<file path="src/design/olist_pkg.sv">
// Shared types and constants for the ordered list block.
// Used by the controller, the datapath, the top level and the checker.
package olist_pkg;

   // Field widths of the request and response transactions.
   localparam int REQ_W    = 2;
   localparam int POS_W    = 5;
   localparam int VALUE_W  = 32;
   localparam int STATUS_W = 2;
   localparam int FOUND_W  = 4;
   localparam int COUNT_W  = 5;

   // Largest number of match bits examined in one scan cycle.
   localparam int GROUP_MAX = 8;

   // Request codes.
   localparam logic [REQ_W-1:0] REQ_INSERT = 2'd0;
   localparam logic [REQ_W-1:0] REQ_REMOVE = 2'd1;
   localparam logic [REQ_W-1:0] REQ_FIND   = 2'd2;
   localparam logic [REQ_W-1:0] REQ_CLEAR  = 2'd3;

   // Response status codes.
   localparam logic [STATUS_W-1:0] STATUS_OK       = 2'd0;
   localparam logic [STATUS_W-1:0] STATUS_FULL     = 2'd1;
   localparam logic [STATUS_W-1:0] STATUS_BADPOS   = 2'd2;
   localparam logic [STATUS_W-1:0] STATUS_NOTFOUND = 2'd3;

   // Commands from the controller to the datapath.
   typedef struct packed {
      logic load_req;
      logic exec_update;
      logic scan_start;
      logic scan_next;
      logic scan_finish;
   } olist_cmd_type;

   // Status from the datapath to the controller.
   typedef struct packed {
      logic op_is_find;
      logic scan_hit;
      logic scan_last;
   } olist_stat_type;

endpackage

</file>
<file path="src/design/olist_ctrl.sv">
// Controller state machine for the ordered list block.
// Depends on olist_pkg for the command and status structs.
module olist_ctrl (
   input  logic                    clock,
   input  logic                    reset,
   input  logic                    req_valid,
   output logic                    req_stall,
   output logic                    rsp_valid,
   input  logic                    rsp_stall,
   input  olist_pkg::olist_stat_type stat,
   output olist_pkg::olist_cmd_type  cmd
);
   import olist_pkg::*;

   localparam logic [1:0] S_IDLE = 2'd0;
   localparam logic [1:0] S_EXEC = 2'd1;
   localparam logic [1:0] S_SCAN = 2'd2;

   logic [1:0] state_ff;
   logic [1:0] state_in;
   logic       rsp_valid_ff;
   logic       rsp_valid_in;
   logic       out_free;
   logic       rsp_load;

   // The response register can take a new transaction when it is empty or drained now.
   assign out_free  = !rsp_valid_ff || !rsp_stall;
   assign req_stall = (state_ff != S_IDLE);
   assign rsp_valid = rsp_valid_ff;

   // Next state and command decode.
   always_comb begin
      state_in = state_ff;
      cmd      = '0;
      rsp_load = 1'b0;
      unique case (state_ff)
         S_IDLE: begin
            if (req_valid) begin
               cmd.load_req = 1'b1;
               state_in     = S_EXEC;
            end
         end
         S_EXEC: begin
            if (stat.op_is_find) begin
               cmd.scan_start = 1'b1;
               state_in       = S_SCAN;
            end else if (out_free) begin
               cmd.exec_update = 1'b1;
               rsp_load        = 1'b1;
               state_in        = S_IDLE;
            end
         end
         S_SCAN: begin
            if (stat.scan_hit || stat.scan_last) begin
               if (out_free) begin
                  cmd.scan_finish = 1'b1;
                  rsp_load        = 1'b1;
                  state_in        = S_IDLE;
               end
            end else begin
               cmd.scan_next = 1'b1;
            end
         end
         default: begin
            state_in = S_IDLE;
         end
      endcase
   end

   // Response valid holds while the consumer stalls.
   always_comb begin
      priority if (rsp_load) begin
         rsp_valid_in = 1'b1;
      end else if (rsp_stall) begin
         rsp_valid_in = rsp_valid_ff;
      end else begin
         rsp_valid_in = 1'b0;
      end
   end

   always_ff @(posedge clock) begin
      if (reset) begin
         state_ff     <= S_IDLE;
         rsp_valid_ff <= 1'b0;
      end else begin
         state_ff     <= state_in;
         rsp_valid_ff <= rsp_valid_in;
      end
   end

endmodule

</file>
<file path="src/design/olist_dpath.sv">
// Datapath for the ordered list block: entry cells, count, match scan and response registers.
// Depends on olist_pkg for widths, codes and the command and status structs.
module olist_dpath #(
   parameter int CAPACITY = 16
) (
   input  logic                              clock,
   input  logic                              reset,
   input  logic [olist_pkg::REQ_W-1:0]       req_type,
   input  logic [olist_pkg::POS_W-1:0]       req_position,
   input  logic                              req_at_end,
   input  logic signed [olist_pkg::VALUE_W-1:0] req_value,
   input  olist_pkg::olist_cmd_type          cmd,
   output olist_pkg::olist_stat_type         stat,
   output logic [olist_pkg::STATUS_W-1:0]    rsp_status,
   output logic [olist_pkg::FOUND_W-1:0]     rsp_found_index,
   output logic [olist_pkg::COUNT_W-1:0]     rsp_count
);
   import olist_pkg::*;

   localparam int IDX_W   = $clog2(CAPACITY);
   localparam int CNT_W   = $clog2(CAPACITY + 1);
   localparam int CMP_W   = (CNT_W > POS_W) ? CNT_W : POS_W;
   localparam int GRP_W   = (CAPACITY < GROUP_MAX) ? CAPACITY : GROUP_MAX;
   localparam int NUM_GRP = (CAPACITY + GRP_W - 1) / GRP_W;
   localparam int PAD_W   = NUM_GRP * GRP_W;
   localparam int GCNT_W  = (NUM_GRP > 1) ? $clog2(NUM_GRP) : 1;
   localparam int FEXT_W  = IDX_W + FOUND_W;
   localparam int CEXT_W  = CNT_W + COUNT_W;

   // Captured request.
   logic [REQ_W-1:0]          op_ff;
   logic [POS_W-1:0]          pos_ff;
   logic                      at_end_ff;
   logic signed [VALUE_W-1:0] value_ff;

   // List state.
   logic signed [VALUE_W-1:0] entries_ff [CAPACITY];
   logic signed [VALUE_W-1:0] entries_in [CAPACITY];
   logic [CNT_W-1:0]          count_ff;
   logic [CNT_W-1:0]          count_in;

   // Match scan state.
   logic [PAD_W-1:0]  match_ff;
   logic [PAD_W-1:0]  match_in;
   logic [IDX_W-1:0]  base_ff;
   logic [GCNT_W-1:0] grp_ff;

   // Response registers.
   logic [STATUS_W-1:0] status_ff;
   logic [FOUND_W-1:0]  found_ff;
   logic [COUNT_W-1:0]  rcount_ff;

   logic [CMP_W-1:0]    cnt_ext;
   logic [CMP_W-1:0]    eff_pos;
   logic                is_insert;
   logic                is_remove;
   logic                full;
   logic                bad_pos;
   logic                upd_ok;
   logic [STATUS_W-1:0] upd_status;
   logic [GRP_W-1:0]    low_grp;
   logic [IDX_W-1:0]    hit_off;
   logic [IDX_W-1:0]    hit_idx;
   logic [FEXT_W-1:0]   found_ext;
   logic [CEXT_W-1:0]   cnt_out_ext;

   // Request checks: effective position, full and range tests.
   assign is_insert = (op_ff == REQ_INSERT);
   assign is_remove = (op_ff == REQ_REMOVE);
   assign cnt_ext   = CMP_W'(count_ff);
   assign eff_pos   = at_end_ff ? (is_insert ? cnt_ext : cnt_ext - CMP_W'(1))
                                : CMP_W'(pos_ff);
   assign full      = (count_ff == CNT_W'(CAPACITY));

   always_comb begin
      bad_pos    = 1'b0;
      upd_ok     = 1'b0;
      upd_status = STATUS_OK;
      count_in   = count_ff;
      unique case (op_ff)
         REQ_INSERT: begin
            bad_pos = (eff_pos > cnt_ext);
            priority if (full) begin
               upd_status = STATUS_FULL;
            end else if (bad_pos) begin
               upd_status = STATUS_BADPOS;
            end else begin
               upd_ok   = 1'b1;
               count_in = count_ff + CNT_W'(1);
            end
         end
         REQ_REMOVE: begin
            bad_pos = (count_ff == '0) || (eff_pos >= cnt_ext);
            if (bad_pos) begin
               upd_status = STATUS_BADPOS;
            end else begin
               upd_ok   = 1'b1;
               count_in = count_ff - CNT_W'(1);
            end
         end
         REQ_CLEAR: begin
            count_in = '0;
         end
         default: begin
            upd_status = STATUS_OK;
         end
      endcase
   end

   // Each cell picks its own value, the new value, its lower neighbor or its upper neighbor.
   always_comb begin
      entries_in = entries_ff;
      if (upd_ok) begin
         for (int i = 0; i < CAPACITY; i++) begin
            if (is_insert) begin
               if (CMP_W'(i) == eff_pos) begin
                  entries_in[i] = value_ff;
               end else if (i > 0) begin
                  if ((CMP_W'(i) > eff_pos) && (CMP_W'(i) <= cnt_ext)) begin
                     entries_in[i] = entries_ff[i-1];
                  end
               end
            end else if (is_remove) begin
               if (i < CAPACITY - 1) begin
                  if ((CMP_W'(i) >= eff_pos) && (CMP_W'(i + 1) < cnt_ext)) begin
                     entries_in[i] = entries_ff[i+1];
                  end
               end
            end
         end
      end
   end

   // Parallel compare of every live cell against the search value.
   always_comb begin
      match_in = '0;
      for (int i = 0; i < CAPACITY; i++) begin
         match_in[i] = (entries_ff[i] == value_ff) && (CMP_W'(i) < cnt_ext);
      end
   end

   // Lowest set bit of the current group of match bits.
   assign low_grp = match_ff[GRP_W-1:0];

   always_comb begin
      hit_off = '0;
      for (int g = GRP_W - 1; g >= 0; g--) begin
         if (low_grp[g]) begin
            hit_off = IDX_W'(g);
         end
      end
   end

   assign hit_idx = base_ff + hit_off;

   assign stat.op_is_find = (op_ff == REQ_FIND);
   assign stat.scan_hit   = |low_grp;
   assign stat.scan_last  = (grp_ff == GCNT_W'(NUM_GRP - 1));

   // Narrow the internal index and count to the response field widths.
   assign found_ext   = FEXT_W'(hit_idx);
   assign cnt_out_ext = CEXT_W'(count_in);

   // Captured request and list cells.
   always_ff @(posedge clock) begin
      if (cmd.load_req) begin
         op_ff     <= req_type;
         pos_ff    <= req_position;
         at_end_ff <= req_at_end;
         value_ff  <= req_value;
      end
      if (cmd.exec_update) begin
         entries_ff <= entries_in;
      end
   end

   // Entry count.
   always_ff @(posedge clock) begin
      if (reset) begin
         count_ff <= '0;
      end else if (cmd.exec_update) begin
         count_ff <= count_in;
      end
   end

   // Match vector moves down one group per scan cycle.
   always_ff @(posedge clock) begin
      if (cmd.scan_start) begin
         match_ff <= match_in;
         base_ff  <= '0;
         grp_ff   <= '0;
      end else if (cmd.scan_next) begin
         match_ff <= match_ff >> GRP_W;
         base_ff  <= base_ff + IDX_W'(GRP_W);
         grp_ff   <= grp_ff + GCNT_W'(1);
      end
   end

   // Response payload register.
   always_ff @(posedge clock) begin
      if (cmd.exec_update) begin
         status_ff <= upd_status;
         found_ff  <= '0;
         rcount_ff <= cnt_out_ext[COUNT_W-1:0];
      end else if (cmd.scan_finish) begin
         status_ff <= stat.scan_hit ? STATUS_OK : STATUS_NOTFOUND;
         found_ff  <= stat.scan_hit ? found_ext[FOUND_W-1:0] : '0;
         rcount_ff <= cnt_out_ext[COUNT_W-1:0];
      end
   end

   assign rsp_status      = status_ff;
   assign rsp_found_index = found_ff;
   assign rsp_count       = rcount_ff;

endmodule

</file>
<file path="src/design/ordered_list_insert_remove_find.sv">
// Ordered list of up to CAPACITY signed 32-bit values with insert, remove, find and clear.
// Each request transaction yields one response transaction carrying status, match index and
// the entry count after the request. Insert, remove and clear update the list and load the
// response directly; a find responds after a scan state in which the registered match
// vector is scanned eight entries per cycle. One request is worked on at a time; a new one is
// accepted once the previous result sits in the output register, even if it is not yet taken.
// Entry contents are not cleared at reset; only entries below the count are ever read.
module ordered_list_insert_remove_find #(
   parameter int CAPACITY = 16
) (
   input  logic                                 clock,
   input  logic                                 reset,
   input  logic                                 req_valid,
   output logic                                 req_stall,
   input  logic [olist_pkg::REQ_W-1:0]          req_type,
   input  logic [olist_pkg::POS_W-1:0]          req_position,
   input  logic                                 req_at_end,
   input  logic signed [olist_pkg::VALUE_W-1:0] req_value,
   output logic                                 rsp_valid,
   input  logic                                 rsp_stall,
   output logic [olist_pkg::STATUS_W-1:0]       rsp_status,
   output logic [olist_pkg::FOUND_W-1:0]        rsp_found_index,
   output logic [olist_pkg::COUNT_W-1:0]        rsp_count
);
   import olist_pkg::*;

   olist_cmd_type  cmd;
   olist_stat_type stat;

   // Sequencing of each transaction.
   olist_ctrl u_ctrl (
      .clock     (clock),
      .reset     (reset),
      .req_valid (req_valid),
      .req_stall (req_stall),
      .rsp_valid (rsp_valid),
      .rsp_stall (rsp_stall),
      .stat      (stat),
      .cmd       (cmd)
   );

   // List storage, checks and search.
   olist_dpath #(
      .CAPACITY (CAPACITY)
   ) u_dpath (
      .clock           (clock),
      .reset           (reset),
      .req_type        (req_type),
      .req_position    (req_position),
      .req_at_end      (req_at_end),
      .req_value       (req_value),
      .cmd             (cmd),
      .stat            (stat),
      .rsp_status      (rsp_status),
      .rsp_found_index (rsp_found_index),
      .rsp_count       (rsp_count)
   );

endmodule

</file>
<file path="config.mk">
export PLATFORM = sky130hd
export DESIGN_NAME = ordered_list_insert_remove_find
export DESIGN_NICKNAME = d
export VERILOG_FILES = /design/src/design/olist_pkg.sv /design/src/design/olist_ctrl.sv /design/src/design/olist_dpath.sv /design/src/design/ordered_list_insert_remove_find.sv
export SDC_FILE = /design/constraint.sdc
export NUM_CORES = 2
export LEC_CHECK = 0
export BUFFER_PORTS_ARGS = -buffer_cell sky130_fd_sc_hd__buf_2
export CORE_MARGIN = 3
export CORE_UTILIZATION = 30
export DETAILED_ROUTE_END_ITERATION = 10
export GPL_TIMING_DRIVEN = 1
export HOLD_SLACK_MARGIN = 0.02
export PLACE_DENSITY = 0.51
export SLEW_MARGIN = 20
export SYNTH_ARGS = -nofsm -noshare
export SYNTH_HDL_FRONTEND = slang
export SYNTH_SLANG_ARGS = --single-unit
export TNS_END_PERCENT = 50
</file>
<file path="constraint.sdc">
create_clock -name clock -period 9.9 [get_ports clock]
set_input_delay 0.99 -clock clock [delete_from_list [all_inputs] [get_ports clock]]
set_output_delay 0.99 -clock clock [all_outputs]
set_load 0.005 [all_outputs]
</file>
## Word level (Yosys, flattened, before mapping)

Cells that the tools add are included.

- Flip-flop bits (word level): 592
- Output and inout port bits: 13
- Logic and storage cells: 368

- $add $sub $neg: 5
- $lt $le $gt $ge: 63
- Equal/unequal tests: 55
- Mux-type cells: 123
- Reduce and logical (&&, ||, !) cells: 93

Operators by type and width:

| cell | number |
|---|---|
| 2-to-1 mux 32 bit | 76 |
| equality test 32 bit | 16 |
| AND reduction 5 bit | 15 |
| logical AND 1 bit | 46 |
| inequality test 3 bit, second input constant | 14 |
| equality test 4 x 5 -> 1 bit, first input constant | 8 |
| > comparator 4 x 5 -> 1 bit, first input constant | 8 |
| <= comparator 4 x 5 -> 1 bit, first input constant | 8 |
| < comparator 4 x 5 -> 1 bit, first input constant | 8 |
| nonzero test 2 bit | 20 |
| greater-or-equal comparator 4 x 5 -> 1 bit, first input constant | 7 |
| 2-to-1 mux 5 bit | 7 |
| 2-to-1 mux 16 bit | 2 |
| 2-to-1 mux 2 bit | 12 |
| 2-to-1 mux 3 bit | 8 |
| equality test 3 x 5 -> 1 bit, first input constant | 4 |
| greater-or-equal comparator 3 x 5 -> 1 bit, first input constant | 4 |
| > comparator 3 x 5 -> 1 bit, first input constant | 4 |
| <= comparator 3 x 5 -> 1 bit, first input constant | 4 |
| < comparator 3 x 5 -> 1 bit, first input constant | 4 |
| case mux 5 bit (3 select lines) | 1 |
| 2-to-1 mux 1 bit | 12 |
| equality test 2 x 5 -> 1 bit, first input constant | 2 |
| greater-or-equal comparator 1 x 5 -> 1 bit, first input constant | 2 |
| other kinds (31) | 47 |

## Longest topological paths before layout

- Word-level depth: 10
- Mapped depth: 17
- Depth with buffers taken out: 13

## Cells and area by module

A second synthesis with hierarchy kept.

- Cell total of the unflattened synthesis: 3392
- Area total of the unflattened synthesis: 35883.2 sq um

Modules (own cells, without submodules):

| module | instances | cells each | area an instance (sq um) |
|---|---|---|---|
| olist_dpath | 1 | 3362 | 35617.9 |
| olist_ctrl | 1 | 30 | 265.3 |

## Worst setup path before layout

Ideal clock, no wire load.

- Path type: register to register
- From: register u_dpath.count_ff[0], in the netlist u_dpath.cnt_ext[0]
- To: register u_dpath.entries_ff[160] (netlist bit) (enable)
- Arrival: 8.325 ns
- Data required time: 9.306 ns
- Slack: 0.981 ns
- Stages on the path, launching flop included: 18
- Period minus slack after synthesis: 8.919 ns
- Cell sequence: dfxtp_1 -> clkbuf_1 -> inv_1 -> ha_1 -> o21ai_1 -> mux2_1 -> and2_1 -> buf_2 -> inv_2 -> buf_4 -> ha_1 -> and3_1 -> o21ai_0 -> a32oi_1 -> o22ai_1 -> nand2_1 -> clkbuf_1 -> a2111oi_0

- Cells in the longest elaborated chain, start to end: 8
- Elaborated cells between the ends (all ways): 22
- Those cells by class: add/sub: 1; order compare: 6; eq/ne: 3; mux: 6; reduce/logical: 6

RTL lines:

| what | line | source |
|---|---|---|
| start: declaration | olist_dpath.sv:39 | `logic [CNT_W-1:0] count_ff;` |
| start signal: assignment | olist_dpath.sv:182 | `count_ff <= count_in;` |
| subtractor 5 x 1 -> 5 bit | olist_dpath.sv:71 | `assign eff_pos = at_end_ff ? (is_insert ? cnt_ext : cnt_ext - CMP_W'(1))` |
| 2-to-1 mux 5 bit (2 in series) | olist_dpath.sv:71 |  |
| > comparator 5 bit / greater-or-equal comparator 5 bit (equally long branches) | olist_dpath.sv:82, olist_dpath.sv:93 |  |
| 2-to-1 mux 1 bit / logical OR 1 bit (equally long branches) | olist_dpath.sv:85, olist_dpath.sv:93 |  |
| 2-to-1 mux 1 bit, on equally long branches | olist_dpath.sv:83, olist_dpath.sv:94 |  |
| case mux 1 bit (2 select lines) | olist_dpath.sv:80 | `unique case (op_ff)` |
| AND reduction 5 bit (no source line) * | n/a |  |
| end signal: assignment | olist_dpath.sv:173 | `entries_ff <= entries_in;` |
| end: declaration | olist_dpath.sv:37 | `logic signed [VALUE_W-1:0] entries_ff [CAPACITY];` |

Mark *: on every way between the ends. The rest lies on a longest branch, timed or not.
A chain may end at the register's enable or synchronous reset.

## Worst setup path after layout

- From: register u_dpath.op_ff[0]
- To: register u_dpath.entries_ff[109] (netlist bit) (enable)

- Cells in the longest elaborated chain, start to end: 8
- Elaborated cells between the ends (all ways): 23
- Those cells by class: order compare: 4; eq/ne: 4; mux: 8; reduce/logical: 7

RTL lines:

| what | line | source |
|---|---|---|
| start: declaration | olist_dpath.sv:31 | `logic [REQ_W-1:0] op_ff;` |
| start signal: assignment | olist_dpath.sv:167 | `op_ff <= req_type;` |
| logical NOT 2 bit | olist_dpath.sv:68, olist_dpath.sv:80 |  |
| 2-to-1 mux 5 bit (2 in series) | olist_dpath.sv:71 |  |
| > comparator 5 bit / greater-or-equal comparator 5 bit (equally long branches) | olist_dpath.sv:82, olist_dpath.sv:93 |  |
| 2-to-1 mux 1 bit / logical OR 1 bit (equally long branches) | olist_dpath.sv:85, olist_dpath.sv:93 |  |
| 2-to-1 mux 1 bit, on equally long branches | olist_dpath.sv:83, olist_dpath.sv:94 |  |
| case mux 1 bit (2 select lines) | olist_dpath.sv:80 |  |
| AND reduction 5 bit (no source line) * | n/a |  |

Marks and branches as above.

==> key figures <==
Run status
  • Status: complete, no violations

Clock network
  • Clock transition at the registers of the reported paths: around 0.060 ns
  • TritonCTS buffer count: slightly below 70
  • CTS Hold Bufs: 0
  • Postcts setup bufs: 0
  • Root Driver: clkbuf_16
  • CTS tree: yes
  • # resized after CTS: 0
  • Max Root-Sink Buffers: 3
  • # H-tree levels: 3
  • Clock Latency Late Sink: roughly 0.63 ns
  • CTS sink count: 589

Setup path
  • R2R Path End: u_dpath.entries_ff[109]$_DFFE_PP_
  • WP buf/inv: 3
  • WP data arrival: about 6.6 ns
  • CP max-delay cell: or2_4
  • CP cell instances: buf_4 -> or2_4 -> a21oi_1 -> o22ai_4 -> inv_2 -> ha_1 -> a21oi_1 -> a32oi_1 -> o22ai_1 -> nand2_1 -> a2111oi_2 -> buf_4
  • Worst EP required: 10.17 ns
  • Reg2reg path depth: 12
  • Crit. End Element: flip-flop
  • Crit-path max cell delay: 0.81 ns
  • Kind of critical path: flip-flop to flip-flop
  • CP top delay family: compound AO/OA/AOI/OAI gates
  • Startpoint types: flip-flop
  • Reg2Reg Launch Point: u_dpath.op_ff[0]$_DFFE_PP_
  • R2R Setup Slk: 3.60 ns
  • Critical Path Fanout Max: 75

Yosys
  • Area of the mapped netlist: 34500 µm²
  • Post-synth EDFFs: 575
  • Async SR Flop Fraction: 0%
  • Sequential fraction of the synthesis area: 50.9%
  • Dominant synthesized flop cell: edfxtp_1
  • Post-synthesis area per instance: 10.2 µm²
  • Number of synthesis warnings: 0
  • Mapped Nets: 3436
  • Synth Register Bits: 589
  • Post-Syn Instances: approximately 3400
  • Synth cell types: 73

STA
  • Clk_skew: 0.0348 ns
  • Hold Violations, Final: 0
  • Peak Freq: 159 MHz
  • Setup violators final: 0
  • Worst hold slack: 0.476 ns
  • RSZ-0062 raised after global routing: no
  • Setup TNS: 0 ns
  • Tmin final: 6.30 ns
  • Slew Viols, Final: 0
  • Max_slew headroom: 20.5%
  • Slew @ Worst Pin: 1.18 ns
  • Final worst-path cycle share: 63.6%

Final layout
  • Layout cell share with drive strength beyond 1: 8.81%
  • Area Growth Syn to Fin: 11.1%
  • Nets: about 3300

Drt
  • Top layer in use: met4
  • Starting DRT DRC Count: 3293
  • DRT met1 WL: 57400 µm
  • Number of vias per cell: approximately 5.8
  • DRT Pass-1 Iters: 5
  • Post-DRT Antenna Nets: 0
  • Via count: approximately 28000
  • DR WL met2: 62600 µm
  • Final WL: roughly 130000 µm
  • Wire length on met3: a little under 10000 µm
  • Routed wire per std cell: roughly 28 µm
  • DRC viols: 0

Pwr
  • Power Dens Cells: approximately 160 nW/µm²
  • Pleak: 12.5 nW
  • Worst vdd ir: 0.101 mV

Die
  • Die Area: 119000 µm²
  • Die height: 345 µm
  • Die W: 345 µm
  • Row count: 123
  • I/O pin cnt: 57
  • Placeable core area: 113000 µm²
  • Initial core utilization: 30.4%

Global route
  • Initial antenna violation count: 1
  • Gr usage total: 21.8%
  • Pin count of the biggest net entering global routing: roughly 220
  • First-pass GRT wire length: 194000 µm
  • GR Overflow Total: 0
  • Vias in the first global route: 27000

Placed design
  • DPL Wire Length: between 90000 and 100000 µm
  • IO buf count: 56
  • Placer congestion estimate: slightly above 0.9

Hold path
  • Hold Path End: u_dpath.rsp_found_index[2]$_SDFFE_PP0P_
  • Min-delay src: u_dpath.rsp_found_index[2]$_SDFFE_PP0P_
  • Hold Crit Class: flip-flop to flip-flop
  • Hold-critical path depth: 2

Run
  • # Max-Cap Violations: 0
==> cell usage in the layout (no fill, tap or decap), drive strengths merged, types with 5 or more instances in the layout <==
| cell type | Yosys | final |
|---|---|---|
| nand2 | 581 | 581 |
| edfxtp | 575 | 575 |
| nand3 | 463 | 463 |
| o211ai | 451 | 451 |
| xor2 | 348 | 348 |
| xnor2 | 166 | 166 |
| buf | 122 | 134 |
| nor4 | 96 | 96 |
| clkbuf | 198 | 92 |
| nand4 | 74 | 74 |
| nor3 | 38 | 38 |
| nor2 | 37 | 37 |
| mux2 | 33 | 33 |
| a21oi | 30 | 30 |
| o21ai | 26 | 26 |
| clkinv | 0 | 22 |
| inv | 18 | 20 |
| ha | 14 | 14 |
| dfxtp | 14 | 14 |
| nand2b | 8 | 8 |
| a2111oi | 7 | 7 |
| a21o | 6 | 6 |
| a211oi | 6 | 6 |
| and2 | 5 | 5 |
| or2 | 5 | 5 |
==> state kept, by name, summed over array words and instances, names as in the netlist <==
signal                   count
u_dpath.rsp_status           2
u_dpath.value_ff            32
u_dpath.rsp_found_index      4
u_dpath.cnt_ext              5
u_dpath.entries_ff         512
u_dpath.grp_ff               1
u_dpath.op_ff                2
u_ctrl.rsp_valid             1
u_dpath.rsp_count            5
u_ctrl.state_ff              2
u_dpath.match_ff            16
u_dpath.at_end_ff            1
u_dpath.base_ff              1
u_dpath.pos_ff               5
==> tightest hold or removal path, cell delays in order, from the launching register on <==
cell and delay, ns:
dfxtp_1 0.30, o21ai_0 0.06, a21oi_1 0.06
==> worst max-delay path by stage <==
stage / from / to / slack (ns) / cells after the start
after floorplan: u_dpath.cnt_ext[0]$_SDFFE_PP0P_ / u_dpath.entries_ff[160]$_DFFE_PP_ / 0.98 / 17
after global placement: u_dpath.op_ff[0]$_DFFE_PP_ / u_dpath.entries_ff[336]$_DFFE_PP_ / 3.73 / 11
after detailed placement: u_dpath.op_ff[0]$_DFFE_PP_ / u_dpath.entries_ff[336]$_DFFE_PP_ / 3.62 / 11
after CTS: u_dpath.op_ff[0]$_DFFE_PP_ / u_dpath.entries_ff[322]$_DFFE_PP_ / 3.62 / 11
after global routing: u_dpath.op_ff[1]$_DFFE_PP_ / u_dpath.entries_ff[127]$_DFFE_PP_ / 3.21 / 11
final: u_dpath.op_ff[0]$_DFFE_PP_ / u_dpath.entries_ff[109]$_DFFE_PP_ / 3.60 / 12
==> cell usage after synthesis (3+ instances only) <==
library cell  count  area share [%]
buf_2            46            0.67
o21ai_1           3           0.044
a22o_1            3           0.076
a31o_2            3           0.076
buf_6             5            0.16
nand4_1          65             1.2
a21oi_1          30            0.44
buf_1            65            0.71
a31oi_1           3           0.054
buf_4             6            0.13
nand2b_1          8            0.15
ha_1             14            0.51
inv_1            13            0.14
nand4_4           4            0.25
and3_1            4           0.073
nand2_1         580             6.3
o21ai_0          23            0.33
nor2b_1           3           0.054
a211oi_1          6            0.13
o22ai_1           3           0.054
nand4_2           5            0.18
and2_1            5           0.091
nor4_1           96             1.7
nor3_1           37            0.54
dfxtp_1          14            0.81
xnor2_1         166             4.2
nand3_1         463             6.7
clkbuf_1        198             2.2
mux2_2           14            0.46
mux2_1           19            0.62
inv_2             4           0.044
edfxtp_1        575              50
a2111oi_0         5            0.13
xor2_1          348             8.8
a21o_1            6            0.13
nor2_2            3           0.054
nor2_1           31            0.34
a221oi_1          4            0.10
o211ai_1        449             9.8
==> per-stage QoR <==
stage | area, µm² | cells | worst slack [ns] | utilization (%) | power (mW)
finish | 38300 | 4814 | 3.60 | 33.8 | 5.94
global placement | 36100 | 4690 | 3.73 | 31.9 | 3.45
floorplan | 34500 | 3378 | 0.981 | - | 3.23
global route | 38300 | 4813 | 3.21 | 33.8 | 6.11
CTS | 38200 | 4811 | 3.62 | 33.7 | 5.97
detailed placement | 36100 | 4690 | 3.62 | 31.9 | 3.45
==> layer usage <==
| metal | up-vias | GRT usage (%) |
|---|---|---|
| met5 | - | 0 |
| met4 | 0 | 4.88 |
| met3 | 173 | 3.80 |
| met2 | 1066 | 35.4 |
| met1 | 14300 | 30.4 |
| li1 | 12300 | - |
==> cells by family after synthesis <==
| logic type | Yosys count | synth area share, % |
|---|---|---|
| adder cells (fa/ha/maj) | 14 | 0.508 |
| buffers and inverters | 338 | 4.03 |
| flip-flops | 589 | 50.9 |
| AO/OA/AOI/OAI | 564 | 12.1 |
| AND/OR/NAND/NOR | 1324 | 18.2 |
| XOR/XNOR | 514 | 13.1 |
| multiplexers | 35 | 1.14 |
==> where the power goes <==
group	internal, mW	switching, mW	leakage, nW
logic	0.184	0.467	6.10
clock network	1.43	1.10	1.04
registers	2.75	0.00868	5.32
==> final cells by class <==
cell class / count / area [µm²]
Timing Repair Buffer: 134 / 943
Inverter: 18 / 70.1
Multi-Input combinational cell: 2451 / 15700
Sequential cell: 589 / 17500
Antenna cell: 1 / 2.50
Fill cell: 11600 / 75000
Tap cell: 1500 / 1880
Clock buffer: 92 / 1870
Clock inverter: 29 / 264
Power figures use the tool's default switching activity.
